File: src/hdl/slot_and_kv_admission_control_unit_macros.svh
// ----------------------------------------------------------------------------
// Assertion macros for the slot and cache admission controller
// Concurrent checks clocked on clk and disabled while arst_n is low.
// ----------------------------------------------------------------------------
`ifndef SLOT_AND_KV_ADMISSION_CONTROL_UNIT_MACROS_SVH
`define SLOT_AND_KV_ADMISSION_CONTROL_UNIT_MACROS_SVH

`ifndef SYNTHESIS
// The consequent must hold in the same cycle as the antecedent.
`define SAKAC_ASSERT_SAME(label, ante, cons) \
	label: assert property (@(posedge clk) disable iff (!arst_n) (ante) |-> (cons)) \
		else $error("admission control check failed");
// The consequent must hold in the cycle after the antecedent.
`define SAKAC_ASSERT_NEXT(label, ante, cons) \
	label: assert property (@(posedge clk) disable iff (!arst_n) (ante) |=> (cons)) \
		else $error("admission control check failed");
`else
`define SAKAC_ASSERT_SAME(label, ante, cons)
`define SAKAC_ASSERT_NEXT(label, ante, cons)
`endif

`endif

File: src/hdl/sakac_pkg.sv
// ----------------------------------------------------------------------------
// sakac_pkg
// Types and constants shared by the slot and cache admission controller.
// ----------------------------------------------------------------------------
package sakac_pkg;

	localparam int CAP_W  = 21;
	localparam int NEED_W = CAP_W + 1;
	localparam int ACC_W  = 48;
	localparam int SLOT_W = 4;
	localparam int FCNT_W = 5;
	localparam int ADDR_W = 3;
	localparam int DATA_W = 32;

	localparam logic [CAP_W-1:0] CAP_RESET = 21'd4096;

	typedef enum logic [1:0] {
		ACT_ADMIT  = 2'd0,
		ACT_RETIRE = 2'd1,
		ACT_STEP   = 2'd2
	} action_t;

	typedef enum logic [2:0] {
		ST_ADMITTED   = 3'd0,
		ST_NO_SLOT    = 3'd1,
		ST_KV_FULL    = 3'd2,
		ST_NEVER_FITS = 3'd3,
		ST_POLICY     = 3'd4,
		ST_RETIRED    = 3'd5,
		ST_BAD_RETIRE = 3'd6,
		ST_STEPPED    = 3'd7
	} status_t;

	typedef enum logic {
		REG_STATIC_BATCHING = 1'b0,
		REG_KV_CAPACITY     = 1'b1
	} reg_idx_t;

	typedef struct packed {
		logic [1:0]        action;
		logic [CAP_W-1:0]  prompt_len;
		logic [CAP_W-1:0]  gen_limit;
		logic [SLOT_W-1:0] slot;
	} req_t;

	typedef struct packed {
		logic [2:0]        status;
		logic [SLOT_W-1:0] granted_slot;
		logic [CAP_W-1:0]  committed_tokens;
		logic [FCNT_W-1:0] free_slot_count;
		logic [ACC_W-1:0]  total_capacity_steps;
		logic [ACC_W-1:0]  idle_capacity_steps;
	} rsp_t;

	typedef struct packed {
		logic pop;
		logic push;
	} pool_cmd_t;

	typedef struct packed {
		logic empty;
		logic full;
		logic lookup_busy;
	} pool_stat_t;

endpackage

File: src/hdl/sakac_slot_pool.sv
// ----------------------------------------------------------------------------
// sakac_slot_pool
// Free-id stack, per-slot busy flags and per-slot token reservations.
// ----------------------------------------------------------------------------
`include "slot_and_kv_admission_control_unit_macros.svh"

module sakac_slot_pool #(
	parameter int SLOTS = 16,
	localparam int IDW = (SLOTS > 1) ? $clog2(SLOTS) : 1,
	localparam int CW  = $clog2(SLOTS + 1)
) (
	input  logic                       clk,
	input  logic                       arst_n,
	input  sakac_pkg::pool_cmd_t       cmd,
	input  logic [sakac_pkg::CAP_W-1:0] wr_need,
	input  logic [IDW-1:0]             lookup_idx,
	output logic [CW-1:0]              count,
	output logic [IDW-1:0]             pop_id,
	output logic [sakac_pkg::CAP_W-1:0] lookup_res,
	output sakac_pkg::pool_stat_t      stat
);

	logic [IDW-1:0]              stack_q [SLOTS];
	logic [sakac_pkg::CAP_W-1:0] res_q [SLOTS];
	logic [SLOTS-1:0]            busy_q;
	logic [CW-1:0]               count_q;
	logic [CW-1:0]               count_m1;
	logic [IDW-1:0]              top_id;

	// The top of the stack sits one below the fill count.
	assign count_m1 = count_q - CW'(1);
	assign top_id   = stack_q[count_m1[IDW-1:0]];
	assign pop_id   = (32'(top_id) < 32'(SLOTS)) ? top_id : '0;

	assign count            = count_q;
	assign lookup_res       = res_q[lookup_idx];
	assign stat.empty       = (count_q == '0);
	assign stat.full        = (count_q == CW'(SLOTS));
	assign stat.lookup_busy = busy_q[lookup_idx];

	always_ff @(posedge clk or negedge arst_n) begin
		if (!arst_n) begin
			count_q <= CW'(SLOTS);
			busy_q  <= '0;
			for (int i = 0; i < SLOTS; i++) begin
				stack_q[i] <= IDW'(SLOTS - 1 - i);
			end
		end else if (cmd.pop) begin
			count_q        <= count_m1;
			busy_q[pop_id] <= 1'b1;
		end else if (cmd.push) begin
			stack_q[count_q[IDW-1:0]] <= lookup_idx;
			busy_q[lookup_idx]        <= 1'b0;
			count_q                   <= count_q + CW'(1);
		end
	end

	always_ff @(posedge clk) begin
		if (cmd.pop) begin
			res_q[pop_id] <= wr_need;
		end
	end

	`SAKAC_ASSERT_SAME(a_pool_no_pop_and_push, cmd.pop, !cmd.push)
	`SAKAC_ASSERT_SAME(a_pool_pop_not_empty, cmd.pop, !stat.empty)
	`SAKAC_ASSERT_NEXT(a_pool_pop_count, cmd.pop, count_q == $past(count_q) - CW'(1))
	`SAKAC_ASSERT_NEXT(a_pool_push_count, cmd.push, count_q == $past(count_q) + CW'(1))

endmodule

File: src/hdl/slot_and_kv_admission_control_unit.sv
// ----------------------------------------------------------------------------
// slot_and_kv_admission_control_unit
// Hands out sequence slots and reserves shared cache tokens for admitted
// requests; returns one result transaction per admit, retire or step.
// ----------------------------------------------------------------------------
// Usage: requests arrive as req transactions on req_valid/req_ready and each
// one produces a single rsp transaction on rsp_valid/rsp_ready, in order.
// An action code of three is consumed and produces no response.
// A request is captured in an input register, decided by one pass of logic
// (stack pop or push, one reservation lookup, a 23-bit add and compare, the
// 48-bit counter adds) and the response lands in an output register that
// drives rsp_valid. Throughput is one transaction per cycle while rsp_ready
// stays high; each item reads the state left by the one before it through
// the same single pass of logic.
// When the receiver holds rsp_ready low, the response register keeps its
// value, the request in the input register waits, and req_ready drops once
// both registers are occupied; nothing is lost or reordered.
// Reset (arst_n low) empties both registers, fills the free stack with ids
// SLOTS-1 down to 0 (id 0 on top), clears every busy flag, the committed
// total, the round flag and both counters, and sets capacity to 4096 and
// continuous admission. No clearing pass is needed after reset.
// The APB-style register port writes static_batching at address 0 and
// kv_capacity at address 4; it should be written only while the unit is idle.
// ----------------------------------------------------------------------------
`include "slot_and_kv_admission_control_unit_macros.svh"

module slot_and_kv_admission_control_unit #(
	parameter int SLOTS = 16
) (
	input  logic                         clk,
	input  logic                         arst_n,
	input  logic                         psel,
	input  logic                         penable,
	input  logic                         pwrite,
	input  logic [sakac_pkg::ADDR_W-1:0] paddr,
	input  logic [sakac_pkg::DATA_W-1:0] pwdata,
	output logic [sakac_pkg::DATA_W-1:0] prdata,
	output logic                         pready,
	input  logic                         req_valid,
	output logic                         req_ready,
	input  sakac_pkg::req_t              req,
	output logic                         rsp_valid,
	input  logic                         rsp_ready,
	output sakac_pkg::rsp_t              rsp
);

	localparam int IDW = (SLOTS > 1) ? $clog2(SLOTS) : 1;
	localparam int CW  = $clog2(SLOTS + 1);
	localparam int XW  = (IDW > sakac_pkg::SLOT_W) ? IDW : sakac_pkg::SLOT_W;

	// Register file.
	logic                        static_q;
	logic [sakac_pkg::CAP_W-1:0] kv_cap_q;
	logic                        cfg_wr;

	// Pipeline and architectural state.
	sakac_pkg::req_t             req_s1;
	logic                        valid_s1;
	sakac_pkg::rsp_t             rsp_q;
	logic                        rsp_valid_q;
	logic [sakac_pkg::CAP_W-1:0] committed_q;
	logic                        round_open_q;
	logic [sakac_pkg::ACC_W-1:0] total_q;
	logic [sakac_pkg::ACC_W-1:0] idle_q;

	// Decision logic.
	logic                         advance;
	logic                         emit;
	logic [sakac_pkg::NEED_W-1:0] need;
	logic [sakac_pkg::NEED_W:0]   committed_plus_need;
	logic [sakac_pkg::CAP_W-1:0]  idle_amt;
	logic                         never_fits;
	logic                         allowed;
	logic                         kv_full;
	logic                         id_in_range;
	logic [XW-1:0]                slot_x;
	logic                         admit_ok;
	logic                         retire_ok;
	sakac_pkg::status_t           status_d;
	logic [sakac_pkg::SLOT_W-1:0] gslot_d;
	logic [sakac_pkg::CAP_W-1:0]  committed_d;
	logic                         round_open_d;
	logic [sakac_pkg::ACC_W-1:0]  total_d;
	logic [sakac_pkg::ACC_W-1:0]  idle_d;
	logic [CW-1:0]                count_d;
	sakac_pkg::pool_cmd_t         cmd_d;
	sakac_pkg::pool_cmd_t         pool_cmd;

	// Slot pool interface.
	logic [CW-1:0]               pool_count;
	logic [IDW-1:0]              pool_pop_id;
	logic [sakac_pkg::CAP_W-1:0] pool_res;
	sakac_pkg::pool_stat_t       pool_stat;

	// ---------------------------------------------------------------------
	// Register port. Writes complete in the access phase; there are no wait
	// states, so pready is tied high.
	// ---------------------------------------------------------------------
	assign pready = 1'b1;
	assign cfg_wr = psel && penable && pwrite;

	always_ff @(posedge clk or negedge arst_n) begin
		if (!arst_n) begin
			static_q <= 1'b0;
			kv_cap_q <= sakac_pkg::CAP_RESET;
		end else if (cfg_wr) begin
			case (sakac_pkg::reg_idx_t'(paddr[2]))
				sakac_pkg::REG_STATIC_BATCHING: static_q <= pwdata[0];
				sakac_pkg::REG_KV_CAPACITY:     kv_cap_q <= pwdata[sakac_pkg::CAP_W-1:0];
				default: ;
			endcase
		end
	end

	always_comb begin
		case (sakac_pkg::reg_idx_t'(paddr[2]))
			sakac_pkg::REG_STATIC_BATCHING: prdata = sakac_pkg::DATA_W'(static_q);
			sakac_pkg::REG_KV_CAPACITY:     prdata = sakac_pkg::DATA_W'(kv_cap_q);
			default:                        prdata = '0;
		endcase
	end

	// ---------------------------------------------------------------------
	// Handshake. The stage-1 transaction moves on when the response register
	// is empty or is being drained this cycle; a fresh request can then be
	// captured in the same cycle, so back-to-back traffic flows at full rate.
	// ---------------------------------------------------------------------
	assign advance   = valid_s1 && (!rsp_valid_q || rsp_ready);
	assign req_ready = !valid_s1 || advance;
	assign emit      = advance && (req_s1.action == sakac_pkg::ACT_ADMIT ||
		req_s1.action == sakac_pkg::ACT_RETIRE || req_s1.action == sakac_pkg::ACT_STEP);

	always_ff @(posedge clk or negedge arst_n) begin
		if (!arst_n) begin
			valid_s1 <= 1'b0;
		end else if (req_ready) begin
			valid_s1 <= req_valid;
		end
	end

	always_ff @(posedge clk) begin
		if (req_valid && req_ready) begin
			req_s1 <= req;
		end
	end

	// ---------------------------------------------------------------------
	// Slot pool: free-id stack, busy flags and reservations. The retire slot
	// id doubles as the lookup address; an out-of-range id is caught by
	// id_in_range before the lookup result is trusted.
	// ---------------------------------------------------------------------
	assign slot_x      = XW'(req_s1.slot);
	assign id_in_range = (SLOTS >= 16) || (32'(req_s1.slot) < 32'(SLOTS));
	assign pool_cmd    = advance ? cmd_d : '0;

	sakac_slot_pool #(
		.SLOTS(SLOTS)
	) u_pool (
		.clk       (clk),
		.arst_n    (arst_n),
		.cmd       (pool_cmd),
		.wr_need   (need[sakac_pkg::CAP_W-1:0]),
		.lookup_idx(slot_x[IDW-1:0]),
		.count     (pool_count),
		.pop_id    (pool_pop_id),
		.lookup_res(pool_res),
		.stat      (pool_stat)
	);

	// ---------------------------------------------------------------------
	// Decision. Admit checks run in priority order: a request larger than the
	// whole cache, then the static-batching gate, then an empty free stack,
	// then the committed total. Only a successful admit or retire touches
	// the pool and the committed total.
	// ---------------------------------------------------------------------
	assign need                = sakac_pkg::NEED_W'(req_s1.prompt_len) +
		sakac_pkg::NEED_W'(req_s1.gen_limit);
	assign committed_plus_need = (sakac_pkg::NEED_W + 1)'(committed_q) +
		(sakac_pkg::NEED_W + 1)'(need);
	assign never_fits = need > sakac_pkg::NEED_W'(kv_cap_q);
	assign allowed    = !static_q || pool_stat.full || round_open_q;
	assign kv_full    = committed_plus_need > (sakac_pkg::NEED_W + 1)'(kv_cap_q);
	// When capacity was lowered under the committed total, idle time adds zero.
	assign idle_amt   = (kv_cap_q > committed_q) ? (kv_cap_q - committed_q) : '0;

	assign admit_ok  = !never_fits && allowed && !pool_stat.empty && !kv_full;
	assign retire_ok = id_in_range && pool_stat.lookup_busy && !pool_stat.full;

	always_comb begin
		status_d     = sakac_pkg::ST_STEPPED;
		gslot_d      = '0;
		committed_d  = committed_q;
		round_open_d = round_open_q;
		total_d      = total_q;
		idle_d       = idle_q;
		cmd_d        = '0;
		case (req_s1.action)
			sakac_pkg::ACT_ADMIT: begin
				if (never_fits) begin
					status_d = sakac_pkg::ST_NEVER_FITS;
				end else if (!allowed) begin
					status_d = sakac_pkg::ST_POLICY;
				end else if (pool_stat.empty) begin
					status_d = sakac_pkg::ST_NO_SLOT;
				end else if (kv_full) begin
					status_d = sakac_pkg::ST_KV_FULL;
				end else begin
					status_d     = sakac_pkg::ST_ADMITTED;
					gslot_d      = sakac_pkg::SLOT_W'(pool_pop_id);
					committed_d  = committed_plus_need[sakac_pkg::CAP_W-1:0];
					round_open_d = 1'b1;
					cmd_d.pop    = 1'b1;
				end
			end
			sakac_pkg::ACT_RETIRE: begin
				gslot_d = req_s1.slot;
				if (retire_ok) begin
					status_d    = sakac_pkg::ST_RETIRED;
					committed_d = (committed_q >= pool_res) ? (committed_q - pool_res) : '0;
					cmd_d.push  = 1'b1;
				end else begin
					status_d = sakac_pkg::ST_BAD_RETIRE;
				end
			end
			sakac_pkg::ACT_STEP: begin
				status_d     = sakac_pkg::ST_STEPPED;
				total_d      = total_q + sakac_pkg::ACC_W'(kv_cap_q);
				idle_d       = idle_q + sakac_pkg::ACC_W'(idle_amt);
				round_open_d = 1'b0;
			end
			default: ;
		endcase
	end

	always_comb begin
		if (cmd_d.pop) begin
			count_d = pool_count - CW'(1);
		end else if (cmd_d.push) begin
			count_d = pool_count + CW'(1);
		end else begin
			count_d = pool_count;
		end
	end

	// ---------------------------------------------------------------------
	// State update and response register.
	// ---------------------------------------------------------------------
	always_ff @(posedge clk or negedge arst_n) begin
		if (!arst_n) begin
			committed_q  <= '0;
			round_open_q <= 1'b0;
			total_q      <= '0;
			idle_q       <= '0;
			rsp_valid_q  <= 1'b0;
		end else begin
			if (advance) begin
				committed_q  <= committed_d;
				round_open_q <= round_open_d;
				total_q      <= total_d;
				idle_q       <= idle_d;
			end
			if (emit) begin
				rsp_valid_q <= 1'b1;
			end else if (rsp_ready) begin
				rsp_valid_q <= 1'b0;
			end
		end
	end

	always_ff @(posedge clk) begin
		if (emit) begin
			rsp_q.status               <= status_d;
			rsp_q.granted_slot         <= gslot_d;
			rsp_q.committed_tokens     <= committed_d;
			rsp_q.free_slot_count      <= sakac_pkg::FCNT_W'(count_d);
			rsp_q.total_capacity_steps <= total_d;
			rsp_q.idle_capacity_steps  <= idle_d;
		end
	end

	assign rsp_valid = rsp_valid_q;
	assign rsp       = rsp_q;

	`SAKAC_ASSERT_NEXT(a_admit_opens_round, advance && req_s1.action == sakac_pkg::ACT_ADMIT && admit_ok, round_open_q)
	`SAKAC_ASSERT_NEXT(a_step_closes_round, advance && req_s1.action == sakac_pkg::ACT_STEP, !round_open_q)
	`SAKAC_ASSERT_NEXT(a_retire_lowers_committed, advance && req_s1.action == sakac_pkg::ACT_RETIRE, committed_q <= $past(committed_q))

endmodule

File: config.mk
export PLATFORM = sky130hd
export DESIGN_NAME = slot_and_kv_admission_control_unit
export DESIGN_NICKNAME = d
export VERILOG_FILES = /design/src/hdl/sakac_pkg.sv /design/src/hdl/sakac_slot_pool.sv /design/src/hdl/slot_and_kv_admission_control_unit.sv
export VERILOG_INCLUDE_DIRS = /design/src /design/src/hdl
export SDC_FILE = /design/constraint.sdc
export NUM_CORES = 1
export LEC_CHECK = 0
export BUFFER_PORTS_ARGS = -buffer_cell sky130_fd_sc_hd__buf_2
export CORE_MARGIN = 10
export CORE_UTILIZATION = 50
export DETAILED_ROUTE_END_ITERATION = 10
export PLACE_DENSITY = 0.72
export SKIP_CTS_REPAIR_TIMING = 1
export SYNTH_ARGS = -nofsm -noshare
export SYNTH_HDL_FRONTEND = slang
export SYNTH_HIERARCHICAL = 1
export SYNTH_SLANG_ARGS = --single-unit
File: constraint.sdc
create_clock -name clk -period 10.8 [get_ports clk]
set_input_delay 0 -clock clk [delete_from_list [all_inputs] [get_ports clk]]
set_output_delay 0 -clock clk [all_outputs]
set_load 0.01 [all_outputs]
# Word-level counts from Yosys, hierarchy flattened
# Memories as Yosys holds them, arrays and structs flattened. A register that Yosys moved wholly into a read port is not among the register bits.
# Index checks and enable logic that the tools add are counted.
dict set report totals {
  memories 1
  wordCells 156
  in_bits 90
  reg_bits 404
  ramBits 336
}
# name depth word_bits read_ports rd_ports_with_merged_regs write_ports line
set mem_list {}
lappend mem_list {u_pool.res_q 16 21 1 1 1 sakac_slot_pool.sv:24} ;# logic [sakac_pkg::CAP_W-1:0] res_q [SLOTS];
dict set report classes {
  bitwise_logic 7
  order_cmp 11
  muxes 58
  reduce_logical 28
  eq_ne 7
  add_sub_neg 8
}
# cell count
set ops {}
lappend ops {{21-bit 2-to-1 mux} 7}
lappend ops {{48-bit by 21-bit adder with 48-bit output} 2}
lappend ops {{48-bit 2-to-1 mux} 2}
lappend ops {{64-bit bitwise mux} 1}
lappend ops {{32-bit one-hot mux with 2 select lines} 1}
lappend ops {{21-bit one-hot mux with 2 select lines} 1}
lappend ops {{21-bit subtractor} 2}
lappend ops {{16-bit 2-to-1 mux} 2}
lappend ops {{4-bit 2-to-1 mux} 8}
lappend ops {{21-bit by 22-bit adder with 23-bit output} 1}
lappend ops {{23-bit by 21-bit greater-than comparator with 1-bit output} 1}
lappend ops {{21-bit by 21-bit adder with 22-bit output} 1}
lappend ops {{22-bit by 21-bit greater-than comparator with 1-bit output} 1}
lappend ops {{21-bit greater-or-equal comparator} 1}
lappend ops {{21-bit greater-than comparator} 1}
lappend ops {{5-bit 2-to-1 mux} 4}
lappend ops {{1-bit 2-to-1 mux} 18}
lappend ops {{16-bit AND} 1}
lappend ops {{4-bit binary-select mux with 4-bit select} 1}
lappend ops {{4-bit demux with 4-bit select} 1}
lappend ops {{16-bit inverter} 1}
lappend ops {{16-bit OR} 1}
lappend ops {{5-bit greater-or-equal comparator (second input constant)} 2}
lappend ops {{4-bit by 5-bit < comparator with 1-bit output (second input constant)} 2}
lappend ops {{25 further kinds} 56}

# Depth between registers and ports, before layout
dict set report depth {
  depth_word 11
  depth_mapped 32
  ltp_nobuf 31
}

# Hierarchy
# The synthesis kept the hierarchy.
# mod n_inst seq_area_each_um2 area_each_um2 cells_each
set modules_own_cells {}
lappend modules_own_cells {slot_and_kv_admission_control_unit 1 8869.8 20773.7 2116}
lappend modules_own_cells {sakac_slot_pool 1 12258.0 16953.8 789}

# Least setup slack after synthesis
# No wires, ideal clock.
dict set report synth_timing {
  kind {register -> register}
  startpoint {register req_s1[4] (netlist bit)}
  endpoint {memory u_pool/res_q[0][0] (netlist bit) (enable)}
  arrival_ns 8.628
  slack_ns 1.719
  stages_incl_launch_ff 33
  period_less_slack_ns 9.081
  required_ns 10.347
  cell_sequence {edfxtp_1 -> ha_1 -> inv_1 -> fa_1 -> nor2b_1 -> o21ai_1 -> a21boi_0 -> nor4_1 -> o31ai_1 -> o41ai_2 -> o21bai_1 -> a21oi_1 -> xnor2_1 -> ha_1 -> nand2_1 -> nand2_1 -> a21o_1 -> a21oi_1 -> nand2_1 -> xor2_1 -> ha_1 -> nand4_1 -> nor4_1 -> nand2_1 -> o21ai_0 -> a41o_1 -> nand3_4 -> nor4_1 -> inv_1 -> a21oi_1 -> a22oi_2 -> buf_2 -> nor4_1}
}
# element line
set synth_rtl {}
lappend synth_rtl {{from (decl)} slot_and_kv_admission_control_unit.sv:57} ;# sakac_pkg::req_t req_s1;
lappend synth_rtl {{from (signal assigned)} slot_and_kv_admission_control_unit.sv:143} ;# req_s1 <= req;
lappend synth_rtl {{to (decl)} sakac_slot_pool.sv:24}

==> results.py <==
metrics = {
    "status": {
        "status": "complete, no violations",
    },
    "clock_network": {
        "cts.sinks": 740,
        "worstSkewPairLatency_ps": 650,
        "clock_path_buffers": 3,
        "cts_buffers": 79,
        "htree_num_levels": 3,
        "cts-root-buf": "clkbuf_16",
        "cts_tree": "built",
        "path_clk_slew_ps": 60,
    },
    "finish": {
        "final_common_cell": "edfxtp_1",
        "areaGrowthSynthToFinish_pct": 15.4,
        "regArea_mm2": 0.0211,
        "fin_cells": 4266,
        "finish.utilization_pct": 58.4,
        "n_fill_cell": 5728,
        "mostFrequentLayoutCells": "edfxtp_1, buf_2, nand2_1, dfrtp_1, o21ai_0",
        "nets": 3502,
        "multi_input_area_mm2": 0.0157,
        "drive_gt1_share_pct": 22.3,
        "final_cell_area_mm2": 0.0435,
    },
    "floorplanning": {
        "start_util_pct": 50.6,
        "placement_rows": 100,
        "dieArea_mm2": 0.0868,
        "pin_count": 254,
        "fp.dieW_um": 295,
        "core_area_mm2": 0.0746,
        "die_h_um": 295,
    },
    "timing": {
        "post-route-min-period_ps": 8280,
        "worstMarginPinSlew_ps": 1170,
        "setup_violations": 0,
        "slew_viol_final": 0,
        "rsz0062_at_grt": "false",
        "tns_ps": 0,
        "fin_skew_ps": 28.2,
        "maxClockFrequency_ghz": 0.121,
        "slew_headroom_pct": 22.3,
        "finalCritPeriodShare_pct": 76.7,
        "final-hold-violation-count": 0,
    },
    "place": {
        "dp.cells": 4043,
        "portBuffers": 228,
        "gp_congestion": 0.910,
        "post_dp_cell_area_mm2": 0.0401,
        "hpwlAfterDp_mm": 65.6,
    },
    "drt": {
        "postRouteAntennaNets": 0,
        "drt_iter0_drc": 2059,
        "firstDrtPassIters": 5,
        "dr_total_vias": 25100,
        "vias_per_cell": 5.88,
        "wl_mm": 92.6,
        "drc": 0,
        "drt-wirelength-per-cell_um": 21.7,
    },
    "run": {
        "drv_cap": 0,
    },
    "pwr": {
        "vdd_drop_max_uv": 141,
        "leakage_nw": 17.2,
        "p_per_area_mw_per_mm2": 250,
    },
    "synthesis": {
        "ys.flop_type": "edfxtp_1",
        "synth_seq_cells": 740,
        "ys_warn_count": 6,
        "synth_edf_count": 513,
        "avgSynthCellArea_um2": 13.0,
        "synth_area_mm2": 0.0377,
        "synthArstFlopShare_pct": 30.7,
        "synth_top_area_share_pct": 40.8,
        "ys_seq_area_share_pct": 56.0,
        "post-synth-top-area-cell": "edfxtp_1",
        "synthDistinctLibCells": 104,
        "synthCells": 2905,
        "yosys-top-cells-area": "edfxtp_1, dfrtp_1, mux4_2, ha_1, xnor2_1",
    },
    "grt": {
        "antenna_found_initial": 2,
        "grt_max_degree": 93,
        "grt_remaining_overflow": 0,
        "grt_pass1_vias": 25700,
        "grt_util_all_layers_pct": 21.1,
        "grt_pass1_wl_mm": 145,
    },
    "setup_path": {
        "crit_arrival_ps": 8790,
        "crit_path_end_kind": "flop",
        "max_stage_delay_ps": 750,
        "path_class": "flop to flop",
        "start_kind": "flop",
        "cp_slowest_cell": "nor2b_1",
        "cp_max_fo": 18,
        "crit_top_cell": "nand2_1",
        "required_ps": 11310,
    },
    "hold_path": {
        "hold_path_class": "primary input to flop",
    },
}
==> worst paths after layout <==
kind / from / to / slack [ps] / cells after the start
setup / recovery: req_s1[4] / u_pool/stack_q[31] / 2520 / 32
hold / removal: req[31] / req_s1[31] / 60 / 2
setup reg to reg: req_s1[4] / u_pool/stack_q[31] / 2520 / 32
hold reg to reg: u_pool/busy_q[6] / u_pool/busy_q[6] / 500 / 2
max in group asynchronous: arst_n / u_pool/stack_q[24] / 7970 / 5
min in group asynchronous: arst_n / total_q[13] / 430 / 3
==> critical path: cells and delay by family, from the launching register on <==
kind	cells	cell delay, ps
and+or+nand+nor	12	2970
xor gates and xnor gates	2	310
muxes	1	380
adders and majority gates	4	1090
AOI/OAI and AO/OA	10	2480
buffers and inverters	3	510
DFF	1	370
==> cell usage after synthesis, types with 69 or more instances <==
library cell and n:
a21oi_1 107, xnor2_1 143, o21ai_0 187, mux4_2 126, nand2_1 226, clkbuf_1 69
nor2_1 144, inv_1 120, dfrtp_1 193, ha_1 175, xor2_1 73, mux2_2 90
edfxtp_1 513
==> flip-flops by register name, summed over array words and instances (netlist names), 4 cells and up <==
name and count:
u_pool/busy_q 16, u_pool/stack_q 64, idle_q 48, committed_q 21, kv_cap_q 21, req_s1 44
u_pool/count 5, slot_x 4, rsp 129, total_q 48, u_pool/res_q 336
==> metal layers <==
| layer | vias to the layer above | global-route usage [%] | part of all wire [%] |
|---|---|---|---|
| met5 | - | 0 | 0 |
| met4 | 0 | 6.76 | 2.9 |
| met3 | 158 | 4.23 | 6.6 |
| met2 | 866 | 35.4 | 49 |
| met1 | 12500 | 27.2 | 42 |
| li1 | 11600 | - | - |
==> kinds of logic (layout without fill, tap and decap cells) <==
family,Yosys count,after routing,share of synthesized area (%)
adders and majority gates,181,181,6.12
xor gates and xnor gates,217,217,5.06
and+or+nand+nor,728,728,9.51
DFF,740,740,56.0
other,2,13,0.0199
muxes,236,236,10.8
AOI/OAI and AO/OA,552,552,9.70
buffers and inverters,249,630,2.81
==> cell type report <==
type | count | share of cell area [%]
clock buffers | 98 | 4.77
repair buffers | 361 | 5.40
well taps | 969 | 2.78
multi-input cells | 1926 | 36.1
flip-flops and latches | 740 | 48.5
diodes | 1 | 0.00575
clock inverters | 48 | 1.39
inverters | 123 | 1.07
==> metrics by stage <==
stage	worst slack [ps]	hold WS [ps]	total power, mW
2_1_floorplan	1720	-296	6.93
3_3_place_gp	2730	4.65	7.94
3_5_place_dp	2610	24.1	8.13
4_1_cts	2550	-671	10.9
5_1_grt	1870	29.4	11.6
6_report	2520	60.1	10.9
==> report_power, final <==
| group | switching, mW | total (mW) | internal (mW) |
|---|---|---|---|
| Clock | 1.16 | 2.75 | 1.59 |
| Combinational | 2.62 | 4.28 | 1.67 |
| Sequential | 0.312 | 3.87 | 3.56 |
(Power assumes the default switching activity.)
